[src/assert_macros.svh]
// ----------------------------------------------------------------------------
// assert_macros.svh
// Concurrent assertion helpers for the packet deframer blocks.
// ----------------------------------------------------------------------------
`ifndef ASSERT_MACROS_SVH
`define ASSERT_MACROS_SVH

`ifndef SYNTHESIS

// Property that holds at every clock edge outside reset.
`define ESBD_ASSERT(lbl, clk, rst_n, prop) \
    lbl: assert property (@(posedge clk) disable iff (!rst_n) (prop)) \
        else $error("esbd assertion failed");

// Consequent holds in the same cycle as the antecedent.
`define ESBD_ASSERT_IMP(lbl, clk, rst_n, ante, cons) \
    lbl: assert property (@(posedge clk) disable iff (!rst_n) (ante) |-> (cons)) \
        else $error("esbd assertion failed");

// Consequent holds in the cycle after the antecedent.
`define ESBD_ASSERT_NEXT(lbl, clk, rst_n, ante, cons) \
    lbl: assert property (@(posedge clk) disable iff (!rst_n) (ante) |=> (cons)) \
        else $error("esbd assertion failed");

`else

`define ESBD_ASSERT(lbl, clk, rst_n, prop)
`define ESBD_ASSERT_IMP(lbl, clk, rst_n, ante, cons)
`define ESBD_ASSERT_NEXT(lbl, clk, rst_n, ante, cons)

`endif

`endif

[src/esbd_pkg.sv]
// ----------------------------------------------------------------------------
// esbd_pkg
// Types, constants and CRC helpers shared by the packet deframer.
// ----------------------------------------------------------------------------
`default_nettype none

package esbd_pkg;

    localparam int unsigned DEF_MAX_FRAME_BYTES = 64;
    localparam int unsigned MIN_FRAME_BYTES     = 10;
    // header bytes plus the CRC tail that surround the payload
    localparam int unsigned FRAME_OVERHEAD      = 9;
    localparam int unsigned ADDR_BYTES          = 5;
    localparam int unsigned PAYLOAD_OFS         = 6;
    localparam int unsigned POS_W               = 7;

    localparam logic [15:0] CRC_INIT = 16'hFFFF;
    localparam logic [15:0] CRC_POLY = 16'h1021;
    localparam logic [15:0] CRC_MSB  = 16'h8000;

    typedef enum logic [1:0] {
        ST_PAYLOAD   = 2'd0,
        ST_TOO_SHORT = 2'd1,
        ST_NO_MATCH  = 2'd2
    } status_t;

    typedef enum logic [2:0] {
        S_COLLECT,
        S_STATUS,
        S_TRY_INIT,
        S_CHECK,
        S_TRY_NEXT,
        S_EMIT_PRIME,
        S_EMIT_LOAD,
        S_EMIT_DATA
    } state_t;

    typedef struct packed {
        logic       init;
        logic       step_byte;
        logic       step_bit;
        logic [7:0] data;
    } crc_cmd_t;

    typedef struct packed {
        status_t     status;
        logic [39:0] device_address;
        logic        bit_shift_used;
        logic [5:0]  data_len;
        logic [5:0]  payload_index;
        logic [7:0]  payload_byte;
        logic        last_result;
    } result_t;

    function automatic logic [15:0] crc_shift(input logic [15:0] acc);
        if ((acc & CRC_MSB) != 16'h0000)
            return {acc[14:0], 1'b0} ^ CRC_POLY;
        else
            return {acc[14:0], 1'b0};
    endfunction

    function automatic logic [15:0] crc_byte(input logic [15:0] acc, input logic [7:0] val);
        logic [15:0] a;
        a = acc ^ {val, 8'h00};
        for (int i = 0; i < 8; i++)
            a = crc_shift(a);
        return a;
    endfunction

    function automatic logic [15:0] crc_bit(input logic [15:0] acc, input logic b);
        return crc_shift(acc ^ {b, 15'h0000});
    endfunction

endpackage

`default_nettype wire

[src/esbd_in_if.sv]
// ----------------------------------------------------------------------------
// esbd_in_if
// Raw burst byte channel: one received byte per word, last byte marked.
// ----------------------------------------------------------------------------
`default_nettype none

interface esbd_in_if;
    logic       valid;
    logic       ready;
    logic [7:0] raw_byte;
    logic       last_byte;

    modport source (output valid, output raw_byte, output last_byte, input ready);
    modport sink   (input valid, input raw_byte, input last_byte, output ready);
endinterface

`default_nettype wire

[src/esbd_out_if.sv]
// ----------------------------------------------------------------------------
// esbd_out_if
// Deframer result channel: one status or payload byte per word.
// ----------------------------------------------------------------------------
`default_nettype none

interface esbd_out_if;
    logic        valid;
    logic        ready;
    logic [1:0]  status;
    logic [39:0] device_address;
    logic        bit_shift_used;
    logic [5:0]  data_len;
    logic [5:0]  payload_index;
    logic [7:0]  payload_byte;
    logic        last_result;

    modport source (output valid, output status, output device_address,
                    output bit_shift_used, output data_len,
                    output payload_index, output payload_byte,
                    output last_result, input ready);
    modport sink   (input valid, input status, input device_address,
                    input bit_shift_used, input data_len,
                    input payload_index, input payload_byte,
                    input last_result, output ready);
endinterface

`default_nettype wire

[src/esbd_crc_unit.sv]
// ----------------------------------------------------------------------------
// esbd_crc_unit
// CRC16-CCITT accumulator: init, byte step or single-bit step per cycle.
// ----------------------------------------------------------------------------
`default_nettype none

module esbd_crc_unit
    import esbd_pkg::*;
(
    input  logic        clk,
    input  logic        rst_n,
    input  crc_cmd_t    cmd,
    output logic [15:0] crc
);

    logic [15:0] crc_reg;
    logic [15:0] crc_next;

    always_comb
    begin
        crc_next = crc_reg;
        if (cmd.init)
            crc_next = CRC_INIT;
        else if (cmd.step_byte)
            crc_next = crc_byte(crc_reg, cmd.data);
        else if (cmd.step_bit)
            crc_next = crc_bit(crc_reg, cmd.data[7]);
    end

    always_ff @(posedge clk or negedge rst_n)
    begin
        if (!rst_n)
            crc_reg <= CRC_INIT;
        else
            crc_reg <= crc_next;
    end

    assign crc = crc_reg;

endmodule

`default_nettype wire

[src/esbd_out_reg.sv]
// ----------------------------------------------------------------------------
// esbd_out_reg
// Output register: holds one result word until the receiver takes it.
// ----------------------------------------------------------------------------
`default_nettype none

module esbd_out_reg
    import esbd_pkg::*;
(
    input  logic      clk,
    input  logic      rst_n,
    input  logic      load,
    input  result_t   res,
    output logic      free,
    esbd_out_if.source tx
);

    logic    valid_reg;
    logic    valid_next;
    result_t res_reg;

    assign free = !valid_reg || tx.ready;

    always_comb
    begin
        valid_next = valid_reg;
        if (load)
            valid_next = 1'b1;
        else if (tx.ready)
            valid_next = 1'b0;
    end

    always_ff @(posedge clk or negedge rst_n)
    begin
        if (!rst_n)
            valid_reg <= 1'b0;
        else
            valid_reg <= valid_next;
    end

    always_ff @(posedge clk)
    begin
        if (load)
            res_reg <= res;
    end

    assign tx.valid          = valid_reg;
    assign tx.status         = res_reg.status;
    assign tx.device_address = res_reg.device_address;
    assign tx.bit_shift_used = res_reg.bit_shift_used;
    assign tx.data_len       = res_reg.data_len;
    assign tx.payload_index  = res_reg.payload_index;
    assign tx.payload_byte   = res_reg.payload_byte;
    assign tx.last_result    = res_reg.last_result;

endmodule

`default_nettype wire

[src/esb_packet_deframer.sv]
// ----------------------------------------------------------------------------
// esb_packet_deframer
// Stores one raw radio burst, finds the bit alignment whose CRC16 matches
// and streams the address and realigned payload bytes.
//
// Usage:
//   burst  : raw bytes of one burst, one word per byte, last_byte on the
//            final one. Taken at one word per cycle while collecting; bytes
//            beyond MAX_FRAME_BYTES are dropped but last_byte still ends it.
//   result : one word per payload byte (status 0), or a single status word
//            for a short burst (status 1) or a failed check (status 2).
//   After the final byte burst.ready stays low until the last result word
//   is loaded into the output register. A short burst moves to the status
//   state, which loads its word once the output register is free. Each
//   alignment try feeds the stored bytes one by one to the CRC unit; two
//   tries at most. Emitting passes a prime and a load state, then gives
//   one payload word per cycle while the receiver keeps ready high; a
//   stalled receiver holds the word in the output register and pauses
//   the store reads. Reset empties the burst and the output register;
//   the store needs no clearing: only bytes of the current burst are read.
// ----------------------------------------------------------------------------
`default_nettype none
`include "assert_macros.svh"

module esb_packet_deframer
    import esbd_pkg::*;
#(
    parameter int unsigned MAX_FRAME_BYTES = DEF_MAX_FRAME_BYTES
)
(
    input  logic       clk,
    input  logic       rst_n,
    esbd_in_if.sink    burst,
    esbd_out_if.source result
);

    localparam int unsigned AW = $clog2(MAX_FRAME_BYTES);
    localparam int unsigned CW = $clog2(MAX_FRAME_BYTES + 1);

    // control state
    state_t          state_reg, state_next;
    logic [CW-1:0]   count_reg, count_next;
    logic [CW-1:0]   size_reg, size_next;
    logic            align_reg, align_next;
    status_t         status_reg, status_next;
    logic [AW-1:0]   rd_ptr_reg, rd_ptr_next;
    logic            issue_on_reg, issue_on_next;
    logic            dv_reg, dv_next;
    logic [AW-1:0]   dpos_reg, dpos_next;
    logic [5:0]      emit_reg, emit_next;
    logic [5:0]      len_reg, len_next;

    // data path
    logic [7:0]      prev_reg, prev_next;
    logic [39:0]     addr_reg, addr_next;
    logic [6:0]      given_hi_reg, given_hi_next;
    logic [7:0]      given_mid_reg, given_mid_next;

    // burst store
    logic [7:0]      mem [MAX_FRAME_BYTES];
    logic [7:0]      rd_data_reg;
    logic            rd_en;
    logic [AW-1:0]   rd_addr;
    logic            wr_en;

    crc_cmd_t        crc_cmd;
    logic [15:0]     crc;
    logic            out_load;
    logic            out_free;
    result_t         out_res;

    logic            store_full;
    logic [CW-1:0]   fill_size;
    logic [CW-1:0]   size_m1;
    logic [AW-1:0]   last_addr;
    logic [POS_W-1:0] len_max;
    logic [POS_W-1:0] dpos_ext;
    logic [POS_W-1:0] len_ext;
    logic [POS_W-1:0] emit_addr;
    logic [7:0]      ab;
    logic [5:0]      ab_len;
    logic [15:0]     given;

    assign store_full = (count_reg == CW'(MAX_FRAME_BYTES));
    assign fill_size  = store_full ? count_reg : count_reg + CW'(1);
    assign size_m1    = size_reg - CW'(1);
    assign last_addr  = size_m1[AW-1:0];
    assign len_max    = POS_W'(size_reg) - POS_W'(FRAME_OVERHEAD);
    assign dpos_ext   = POS_W'(dpos_reg);
    assign len_ext    = POS_W'(len_reg);
    assign ab         = align_reg ? {prev_reg[0], rd_data_reg[7:1]} : rd_data_reg;
    assign ab_len     = ab[7:2];
    assign given      = {given_hi_reg, given_mid_reg, ab[7]};

    assign burst.ready = (state_reg == S_COLLECT);
    assign wr_en       = burst.valid && burst.ready && !store_full;

    always_comb
    begin
        state_next     = state_reg;
        count_next     = count_reg;
        size_next      = size_reg;
        align_next     = align_reg;
        status_next    = status_reg;
        rd_ptr_next    = rd_ptr_reg;
        issue_on_next  = issue_on_reg;
        dpos_next      = dpos_reg;
        emit_next      = emit_reg;
        len_next       = len_reg;
        prev_next      = prev_reg;
        addr_next      = addr_reg;
        given_hi_next  = given_hi_reg;
        given_mid_next = given_mid_reg;
        rd_en          = 1'b0;
        rd_addr        = rd_ptr_reg;
        crc_cmd        = '0;
        crc_cmd.data   = ab;
        out_load       = 1'b0;
        out_res        = '0;
        out_res.status = status_reg;
        emit_addr      = POS_W'(emit_reg) + POS_W'(PAYLOAD_OFS + 1);

        unique case (state_reg)
            S_COLLECT:
            begin
                if (burst.valid)
                begin
                    count_next = fill_size;
                    if (burst.last_byte)
                    begin
                        count_next = '0;
                        size_next  = fill_size;
                        align_next = 1'b0;
                        if (fill_size < CW'(MIN_FRAME_BYTES))
                        begin
                            status_next = ST_TOO_SHORT;
                            state_next  = S_STATUS;
                        end
                        else
                        begin
                            state_next = S_TRY_INIT;
                        end
                    end
                end
            end

            S_STATUS:
            begin
                if (out_free)
                begin
                    out_load            = 1'b1;
                    out_res.last_result = 1'b1;
                    state_next          = S_COLLECT;
                end
            end

            S_TRY_INIT:
            begin
                crc_cmd.init  = 1'b1;
                rd_ptr_next   = '0;
                issue_on_next = 1'b1;
                prev_next     = '0;
                state_next    = S_CHECK;
            end

            S_CHECK:
            begin
                if (issue_on_reg)
                begin
                    rd_en       = 1'b1;
                    rd_ptr_next = rd_ptr_reg + AW'(1);
                    dpos_next   = rd_ptr_reg;
                    if (rd_ptr_reg == last_addr)
                        issue_on_next = 1'b0;
                end
                if (dv_reg)
                begin
                    prev_next = rd_data_reg;
                    if (dpos_ext < POS_W'(ADDR_BYTES))
                    begin
                        addr_next         = {addr_reg[31:0], ab};
                        crc_cmd.step_byte = 1'b1;
                    end
                    else if (dpos_ext == POS_W'(ADDR_BYTES))
                    begin
                        // control byte: length must fit the stored burst
                        if (ab_len == '0 || POS_W'(ab_len) > len_max)
                        begin
                            state_next = S_TRY_NEXT;
                        end
                        else
                        begin
                            len_next          = ab_len;
                            crc_cmd.step_byte = 1'b1;
                        end
                    end
                    else if (dpos_ext < len_ext + POS_W'(PAYLOAD_OFS))
                    begin
                        crc_cmd.step_byte = 1'b1;
                    end
                    else if (dpos_ext == len_ext + POS_W'(PAYLOAD_OFS))
                    begin
                        crc_cmd.step_bit = 1'b1;
                        given_hi_next    = ab[6:0];
                    end
                    else if (dpos_ext == len_ext + POS_W'(PAYLOAD_OFS + 1))
                    begin
                        given_mid_next = ab;
                    end
                    else
                    begin
                        state_next = (given == crc) ? S_EMIT_PRIME : S_TRY_NEXT;
                    end
                end
            end

            S_TRY_NEXT:
            begin
                if (!align_reg)
                begin
                    align_next = 1'b1;
                    state_next = S_TRY_INIT;
                end
                else
                begin
                    status_next = ST_NO_MATCH;
                    state_next  = S_STATUS;
                end
            end

            S_EMIT_PRIME:
            begin
                rd_en      = 1'b1;
                rd_addr    = AW'(PAYLOAD_OFS);
                emit_next  = '0;
                state_next = S_EMIT_LOAD;
            end

            S_EMIT_LOAD:
            begin
                prev_next  = rd_data_reg;
                rd_en      = 1'b1;
                rd_addr    = emit_addr[AW-1:0];
                state_next = S_EMIT_DATA;
            end

            S_EMIT_DATA:
            begin
                if (out_free)
                begin
                    out_load               = 1'b1;
                    out_res.status         = ST_PAYLOAD;
                    out_res.device_address = addr_reg;
                    out_res.bit_shift_used = align_reg;
                    out_res.data_len       = len_reg;
                    out_res.payload_index  = emit_reg;
                    out_res.payload_byte   = align_reg ? prev_reg
                                                       : {prev_reg[6:0], rd_data_reg[7]};
                    out_res.last_result    = (emit_reg == len_reg - 6'd1);
                    prev_next              = rd_data_reg;
                    if (emit_reg == len_reg - 6'd1)
                    begin
                        emit_next  = '0;
                        state_next = S_COLLECT;
                    end
                    else
                    begin
                        // advance to the next payload byte
                        emit_next = emit_reg + 6'd1;
                        rd_en     = 1'b1;
                        rd_addr   = emit_addr[AW-1:0] + AW'(1);
                    end
                end
            end

            default:
            begin
                state_next = S_COLLECT;
            end
        endcase

        dv_next = rd_en && (state_reg == S_CHECK);
    end

    always_ff @(posedge clk or negedge rst_n)
    begin
        if (!rst_n)
        begin
            state_reg    <= S_COLLECT;
            count_reg    <= '0;
            size_reg     <= '0;
            align_reg    <= 1'b0;
            status_reg   <= ST_TOO_SHORT;
            rd_ptr_reg   <= '0;
            issue_on_reg <= 1'b0;
            dv_reg       <= 1'b0;
            dpos_reg     <= '0;
            emit_reg     <= '0;
            len_reg      <= '0;
        end
        else
        begin
            state_reg    <= state_next;
            count_reg    <= count_next;
            size_reg     <= size_next;
            align_reg    <= align_next;
            status_reg   <= status_next;
            rd_ptr_reg   <= rd_ptr_next;
            issue_on_reg <= issue_on_next;
            dv_reg       <= dv_next;
            dpos_reg     <= dpos_next;
            emit_reg     <= emit_next;
            len_reg      <= len_next;
        end
    end

    always_ff @(posedge clk)
    begin
        prev_reg      <= prev_next;
        addr_reg      <= addr_next;
        given_hi_reg  <= given_hi_next;
        given_mid_reg <= given_mid_next;
    end

    // burst store: one write port while collecting, one registered read port
    always_ff @(posedge clk)
    begin
        if (wr_en)
            mem[count_reg[AW-1:0]] <= burst.raw_byte;
        if (rd_en)
            rd_data_reg <= mem[rd_addr];
    end

    esbd_crc_unit u_crc (
        .clk   (clk),
        .rst_n (rst_n),
        .cmd   (crc_cmd),
        .crc   (crc)
    );

    esbd_out_reg u_out (
        .clk   (clk),
        .rst_n (rst_n),
        .load  (out_load),
        .res   (out_res),
        .free  (out_free),
        .tx    (result)
    );

    `ESBD_ASSERT(a_count_max, clk, rst_n, count_reg <= CW'(MAX_FRAME_BYTES))
    `ESBD_ASSERT_IMP(a_rd_in_range, clk, rst_n, rd_en, CW'(rd_addr) < CW'(MAX_FRAME_BYTES))
    `ESBD_ASSERT_IMP(a_emit_len_ok, clk, rst_n, state_reg == S_EMIT_PRIME, len_reg != 6'd0 && POS_W'(len_reg) <= len_max)
    `ESBD_ASSERT_NEXT(a_last_ends_collect, clk, rst_n, burst.valid && burst.ready && burst.last_byte, state_reg != S_COLLECT && count_reg == '0)

endmodule

`default_nettype wire

[src/flat_wrapper.sv]
// flat-port wrapper written by rule: the top's interface ports become plain ports
module esb_packet_deframer_flat import esbd_pkg::*;
#(
    parameter int unsigned MAX_FRAME_BYTES = DEF_MAX_FRAME_BYTES
)
  (clk, rst_n, burst_valid, burst_raw_byte, burst_last_byte, burst_ready, result_valid, result_status, result_device_address, result_bit_shift_used, result_data_len, result_payload_index, result_payload_byte, result_last_result, result_ready);
  esbd_in_if burst_i ();
  esbd_out_if result_i ();
  input  logic clk;
  input  logic rst_n;
  input wire logic [$bits(burst_i.valid)-1:0] burst_valid;
  input wire logic [$bits(burst_i.raw_byte)-1:0] burst_raw_byte;
  input wire logic [$bits(burst_i.last_byte)-1:0] burst_last_byte;
  output wire logic [$bits(burst_i.ready)-1:0] burst_ready;
  output wire logic [$bits(result_i.valid)-1:0] result_valid;
  output wire logic [$bits(result_i.status)-1:0] result_status;
  output wire logic [$bits(result_i.device_address)-1:0] result_device_address;
  output wire logic [$bits(result_i.bit_shift_used)-1:0] result_bit_shift_used;
  output wire logic [$bits(result_i.data_len)-1:0] result_data_len;
  output wire logic [$bits(result_i.payload_index)-1:0] result_payload_index;
  output wire logic [$bits(result_i.payload_byte)-1:0] result_payload_byte;
  output wire logic [$bits(result_i.last_result)-1:0] result_last_result;
  input wire logic [$bits(result_i.ready)-1:0] result_ready;
  assign burst_i.valid = burst_valid;
  assign burst_i.raw_byte = burst_raw_byte;
  assign burst_i.last_byte = burst_last_byte;
  assign burst_ready = burst_i.ready;
  assign result_valid = result_i.valid;
  assign result_status = result_i.status;
  assign result_device_address = result_i.device_address;
  assign result_bit_shift_used = result_i.bit_shift_used;
  assign result_data_len = result_i.data_len;
  assign result_payload_index = result_i.payload_index;
  assign result_payload_byte = result_i.payload_byte;
  assign result_last_result = result_i.last_result;
  assign result_i.ready = result_ready;
  esb_packet_deframer #(.MAX_FRAME_BYTES(MAX_FRAME_BYTES)) u_core (.clk(clk), .rst_n(rst_n), .burst(burst_i), .result(result_i));
endmodule
[config.mk]
export PLATFORM = sky130hd
export DESIGN_NAME = esb_packet_deframer_flat
export DESIGN_NICKNAME = d
export VERILOG_FILES = /design/src/esbd_pkg.sv /design/src/esbd_in_if.sv /design/src/esbd_out_if.sv /design/src/esbd_crc_unit.sv /design/src/esbd_out_reg.sv /design/src/esb_packet_deframer.sv /design/src/flat_wrapper.sv
export VERILOG_INCLUDE_DIRS = /design/src /design/src/src
export SDC_FILE = /design/constraint.sdc
export NUM_CORES = 1
export LEC_CHECK = 0
export BUFFER_PORTS_ARGS = -buffer_cell sky130_fd_sc_hd__buf_2
export CAP_MARGIN = 20
export CORE_UTILIZATION = 55
export DETAILED_ROUTE_END_ITERATION = 12
export PLACE_DENSITY = 0.76
export SYNTH_ARGS = -nofsm -noshare
export SYNTH_HDL_FRONTEND = slang
export SYNTH_SLANG_ARGS = --single-unit
[constraint.sdc]
create_clock -name clk -period 5.9 [get_ports clk]
set_input_delay 0 -clock clk [delete_from_list [all_inputs] [get_ports clk]]
set_output_delay 0 -clock clk [all_outputs]
set_load 0.005 [all_outputs]
---- Word-level counts from Yosys, hierarchy flattened ----
Memories as Yosys holds them, arrays and structs flattened. A register that Yosys moved wholly into a read port is not among the register bits.
Cells that the tools add are included.
storage, ports and cells
  flip-flop bits (word level) ............. 190
  memory bits (writable) .................. 512
  input port bits ......................... 13
  output and inout port bits .............. 66
  logic and storage cells ................. 206
  memories ................................ 1
memories
  name        words  bits a word  read ports  clocked after Yosys merged registers in  wr ports  RTL line                   source
  u_core.mem  64     8            1           1                                        1         esb_packet_deframer.sv:60  logic [7:0] mem [MAX_FRAME_BYTES];
operators by class
  add/subtract/negate cells ............... 10
  magnitude comparators ................... 4
  equality and inequality tests ........... 28
  multiplexer cells ....................... 92
  bitwise gates (word level) .............. 16
  reduce and logical (&&, ||, !) cells .... 31
operator list
  kind                   count
  $mux W16               17
  $mux W13               9
  $mux W64               1
  $mux W63               1
  $mux W3                12
  $mux W8                4
  $pmux W8 S4            1
  $xor A16 B16 Y16       2
  $mux W6                5
  $not A3 Y3             9
  $pmux W3 S8            1
  $pmux W6 S2            2
  $mux W1                23
  $add A6 B1 Y6 const B  3
  $pmux W6 S3            1
  $eq A16 B16 Y1         1
  $mux W2                8
  $add A6 B3 Y7 const B  2
  $eq A6 B7 Y1           2
  $mux W7                2
  $eq A3 B3 Y1 const B   4
  $eq A6 B6 Y1           2
  $ne A2 B1 Y1 const B   6
  $reduce_and A3 Y1      4
  other kinds (33)       59

---- Depth between registers and ports, before layout ----
  depth in word-level cells ............... 38
  depth in mapped cells ................... 16
  gate-level depth less buffers ........... 14

---- Hierarchy ----
A second synthesis with hierarchy kept.
unflattened totals
  cell total of the unflattened synthesis .. 2,258
  area total of the unflattened synthesis .. 30,037.6 µm²
by module, submodules not included
  module               times used  cells each  area an instance (µm²)  seq. area each (µm²)
  esb_packet_deframer  1           2,097       27,000.9                18,659.1
  esbd_out_reg         1           67          1,969.4                 1,946.9
  esbd_crc_unit        1           94          1,067.3                 420.4

---- Worst setup path before layout ----
OpenSTA, ideal clock, no wires.
  path type ............................... reg2reg
  start ................................... register u_core.state_reg[0]
  end ..................................... register u_core.u_out.res_reg, in the netlist u_core.u_out.tx.bit_shift_used (enable)
  data arrival time ....................... 3.992 ns
  required time ........................... 5.412 ns
  path slack .............................. 1.420 ns
  stages on the path, launching flop included .. 6
  buffers on the path ..................... 3
  period minus slack after synthesis ...... 4.480 ns
  cells stage by stage .................... dfrtp_1 > clkbuf_1 > clkbuf_1 > clkbuf_1 > o21ai_0 > nor2_1
on the way
  cells in the longest elaborated chain, start to end .. 3
  elaborated cells between the ends (all ways) .. 4
  classes of those cells .................. eq/ne: 2; mux: 1; reduce/logical: 1
RTL lines
  item                                          RTL line                    source
  start, declared                               esb_packet_deframer.sv:41   state_t state_reg, state_next;
  start signal, assigned                        esb_packet_deframer.sv:303  state_reg <= state_next;
  $eq A3 B1 Y1 or $eq A3 B3 Y1 (tied branches)  esb_packet_deframer.sv:123  unique case (state_reg)
  $reduce_or A2 Y1 (no source line) *           --
  $mux W1 *                                     --
  net u_core.out_load                           esb_packet_deframer.sv:68   logic out_load;
  end signal, assigned                          esbd_out_reg.sv:44          res_reg <= res;
  end, declared                                 esbd_out_reg.sv:20          result_t res_reg;
The timed path passes the listed nets; every way through them passes the cells marked *.
A chain may end at the register's enable or synchronous reset.

---- Worst setup path in the final report ----
  start ................................... register u_core.len_reg[0]
  end ..................................... register u_core.rd_data_reg[4] (read register of u_core.mem) (data pin)
on the way
  cells in the longest elaborated chain, start to end .. 5
  elaborated cells between the ends (all ways) .. 8
  classes of those cells .................. add/sub: 1; eq/ne: 1; mux: 6
RTL lines
  item                                        RTL line                    source
  start, declared                             esb_packet_deframer.sv:51   logic [5:0] len_reg, len_next;
  start signal, assigned                      esb_packet_deframer.sv:313  len_reg <= len_next;
  $sub A6 B1 Y6 *                             esb_packet_deframer.sv:261  if (emit_reg == len_reg - 6'd1)
  $eq A6 B6 Y1 *                              esb_packet_deframer.sv:261
  $mux W6 or $mux W1 (tied branches)          esb_packet_deframer.sv:261
  $mux W6 or $mux W1 (tied branches)          esb_packet_deframer.sv:249  if (out_free)
  $pmux W6 S3 or $pmux W1 S3 (tied branches)  esb_packet_deframer.sv:123
  end, declared                               esb_packet_deframer.sv:61   logic [7:0] rd_data_reg;
Mark *: on every way between the ends. The rest lies on a longest branch, timed or not.

==> results.sh <==
export IMPL_status="complete, no violations"
export IMPL_clk_pin_slew_ns=0.07
export IMPL_clk_insertion_delay_late_ns=0.61
export IMPL_hold_viol_final=0
export IMPL_io_pins=79
export IMPL_grt_total_usage_pct=26.7
export IMPL_cts_resized=0
export IMPL_startpoint_type="flop"
export IMPL_maxCapViolations=0
export IMPL_layout_commonest_cell="edfxtp_1"
export IMPL_p_leak_nw=11.8
export IMPL_synth_edf_count=647
export IMPL_worstPathArrival_ns=5.25
export IMPL_pre_cts_slack_ns=1.23
export IMPL_grt_overflow=0
export IMPL_crit_buf_inv=1
export IMPL_crit_path_top_delay_cell="a21oi_2"
export IMPL_drv_slew=0
export IMPL_nets=2452
export IMPL_synth_area_per_cell_um2=12.8
export IMPL_drive_gt1_share_pct=10.9
export IMPL_drcViolationCount=0
export IMPL_finalSetupViolations=0
export IMPL_worst_pin_slew_ns=1.10
export IMPL_root_buffer="clkbuf_16"
export IMPL_synth_seq_cells=710
export IMPL_fin_ws_ns=0.998
export IMPL_synth_top_cells_by_area="edfxtp_1, nand2_1, dfrtp_1"
export IMPL_ant_nets=0
export IMPL_fmax_mhz=204
export IMPL_syn_nets=2392
export IMPL_yosysUniqueCellTypes=72
export IMPL_numCtsBuffers=72
export IMPL_vias=19600
export IMPL_cp_end_kind="flop"
export IMPL_hp_class="in -> reg"
export IMPL_cts_sinks=710
export IMPL_grt_max_degree=98
export IMPL_ys_seq_area_share_pct=69.7
export IMPL_dp_hpwl_mm=47.0
export IMPL_max_stage_delay_ns=0.92
export IMPL_setup_tns_final_ns=0
export IMPL_syn_instance_count=2357
export IMPL_htree_num_levels=3
export IMPL_die_w_um=236
export IMPL_num_antenna_cells=0
export IMPL_worstSetupPathType="reg -> reg"
export IMPL_crit_chain="inv_1 > ha_1 > xnor2_1 > xnor2_1 > or3_4 > o21ai_1 > nand2_1 > a21oi_2 > a32oi_1 > nand4_1 > nand4_1 > or4_1"
export IMPL_gp_congestion=0.978
export IMPL_syn_area_um2=30200
export IMPL_grt_antenna_before_repair=0
export IMPL_grt_pass1_wl_mm=113
export IMPL_layout_common_cells="edfxtp_1, nand2_1, nand3_1"
export IMPL_clockBufferDepth=3
export IMPL_path_delay_family="simple AND/OR/NAND/NOR gates"
export IMPL_die_h_um=236
export IMPL_synth_async_reset_ratio_pct=8.87
export IMPL_dr_pass1_iters=6
export IMPL_first_iter_violations=2526
export IMPL_routedWlPerCell_um=23.5
export IMPL_maxSlewHeadroom_pct=26.8
export IMPL_vdd_ir_drop_max_mv=0.312
export IMPL_largest_reg_flops=512
export IMPL_power_density_nw_per_um2=415
export IMPL_synth_top_area_share_pct=64.4
export IMPL_skew_ns=0.0277
export IMPL_grt_pass1_vias=18900
export IMPL_synth_flop_cell="edfxtp_1"
export IMPL_fillers=4047
export IMPL_core_area_um2=54000
export IMPL_std_cell_rows=85
export IMPL_die_area_um2=55800
export IMPL_ys_warnings_count=0
export IMPL_cts_hold_buf=5
export IMPL_post_cts_buffers=0
export IMPL_start_util_pct=55.8
export IMPL_viasPerCell=6.20
export IMPL_syn2layout_area_growth_pct=11.2
export IMPL_worstPathRequired_ns=6.25
export IMPL_io_buffers=78
export IMPL_wirelength_mm=74.4
export IMPL_worstPathMaxFanout=19
export IMPL_cts_tree="done"
export IMPL_rsz0062_at_grt="false"
export IMPL_min_period_ns=4.90
export IMPL_synth_top_cell_by_area="edfxtp_1"
export IMPL_post_route_period_util_pct=83.1
kinds of logic after synthesis:
| family | count (synthesis) | synth area share, % |
|---|---|---|
| buffers and inverters | 153 | 2.19 |
| muxes | 112 | 3.76 |
| xor gates and xnor gates | 78 | 2.40 |
| DFF | 710 | 69.7 |
| adders and majority gates | 22 | 0.913 |
| AOI/OAI and AO/OA | 225 | 4.99 |
| and+or+nand+nor | 1057 | 16.0 |
metal layers:
metal	share of wire, %	global-route usage, %	vias up	routed length, um
met5	0	0	-	0
met2	48	42.7	1118	35400
met4	4.8	13.0	0	3560
li1	-	-	8733	-
met1	39	35.5	9557	28600
met3	9.1	4.77	212	6810
final timing paths:
kind                       cells after the start          startpoint  slack, ns                    end
max                                           12   u_core.len_reg[0]        1.0  u_core.rd_data_reg[4]
min                                            2   burst_raw_byte[5]       0.07      u_core.mem[55][5]
max reg2reg                                   12   u_core.len_reg[0]        1.0  u_core.rd_data_reg[4]
min reg2reg                                    0  u_core.addr_reg[3]       0.44    u_core.addr_reg[11]
max in group asynchronous                      3               rst_n       5.19     u_core.emit_reg[3]
min in group asynchronous                      3               rst_n       0.14      u_core.len_reg[5]
Yosys cell counts, types with 11 or more instances:
| library cell | number |
|---|---|
| a21oi_1 | 57 |
| a32oi_1 | 24 |
| and2_1 | 62 |
| buf_1 | 16 |
| buf_2 | 36 |
| clkbuf_1 | 72 |
| dfrtp_1 | 46 |
| dfstp_2 | 17 |
| edfxtp_1 | 647 |
| ha_1 | 22 |
| inv_1 | 21 |
| mux2i_1 | 102 |
| nand2_1 | 473 |
| nand3_1 | 202 |
| nand4_1 | 47 |
| nor2_1 | 164 |
| nor2b_1 | 11 |
| nor3_1 | 25 |
| o21a_1 | 11 |
| o21ai_0 | 45 |
| or4_1 | 11 |
| xnor2_1 | 49 |
| xor2_1 | 26 |
power breakdown:
part	switching, mW	internal [mW]	leakage, nW
registers	0.288	5.94	6.67
logic	2.16	1.11	4.02
clock network	1.88	2.53	1.10
per-stage QoR:
step	cell area (um2)	total power, mW	hold WS (ns)	cells	utilization (%)
floorplan	30200	8.44	-0.296	2357	-
global placement	31200	9.45	0.239	3033	57.8
detailed placement	31200	9.54	0.247	3033	57.8
CTS	33500	13.9	0.0682	3164	62.0
global route	33500	14.4	0.0929	3165	62.1
finish	33500	13.9	0.0652	3165	62.1
final cells by class:
cell class                 count  area, um2  share of cell area (%)
inverter                      21       78.8                   0.235
timing repair buffer         118        753                    2.25
clock buffer                  87       1910                    5.70
clock inverter                39        348                    1.04
multi-input combinational   1494       8560                    25.5
tap                          696        871                    2.60
sequential                   710      21000                    62.7
No activity file was read; power rests on OpenSTA's default activity.
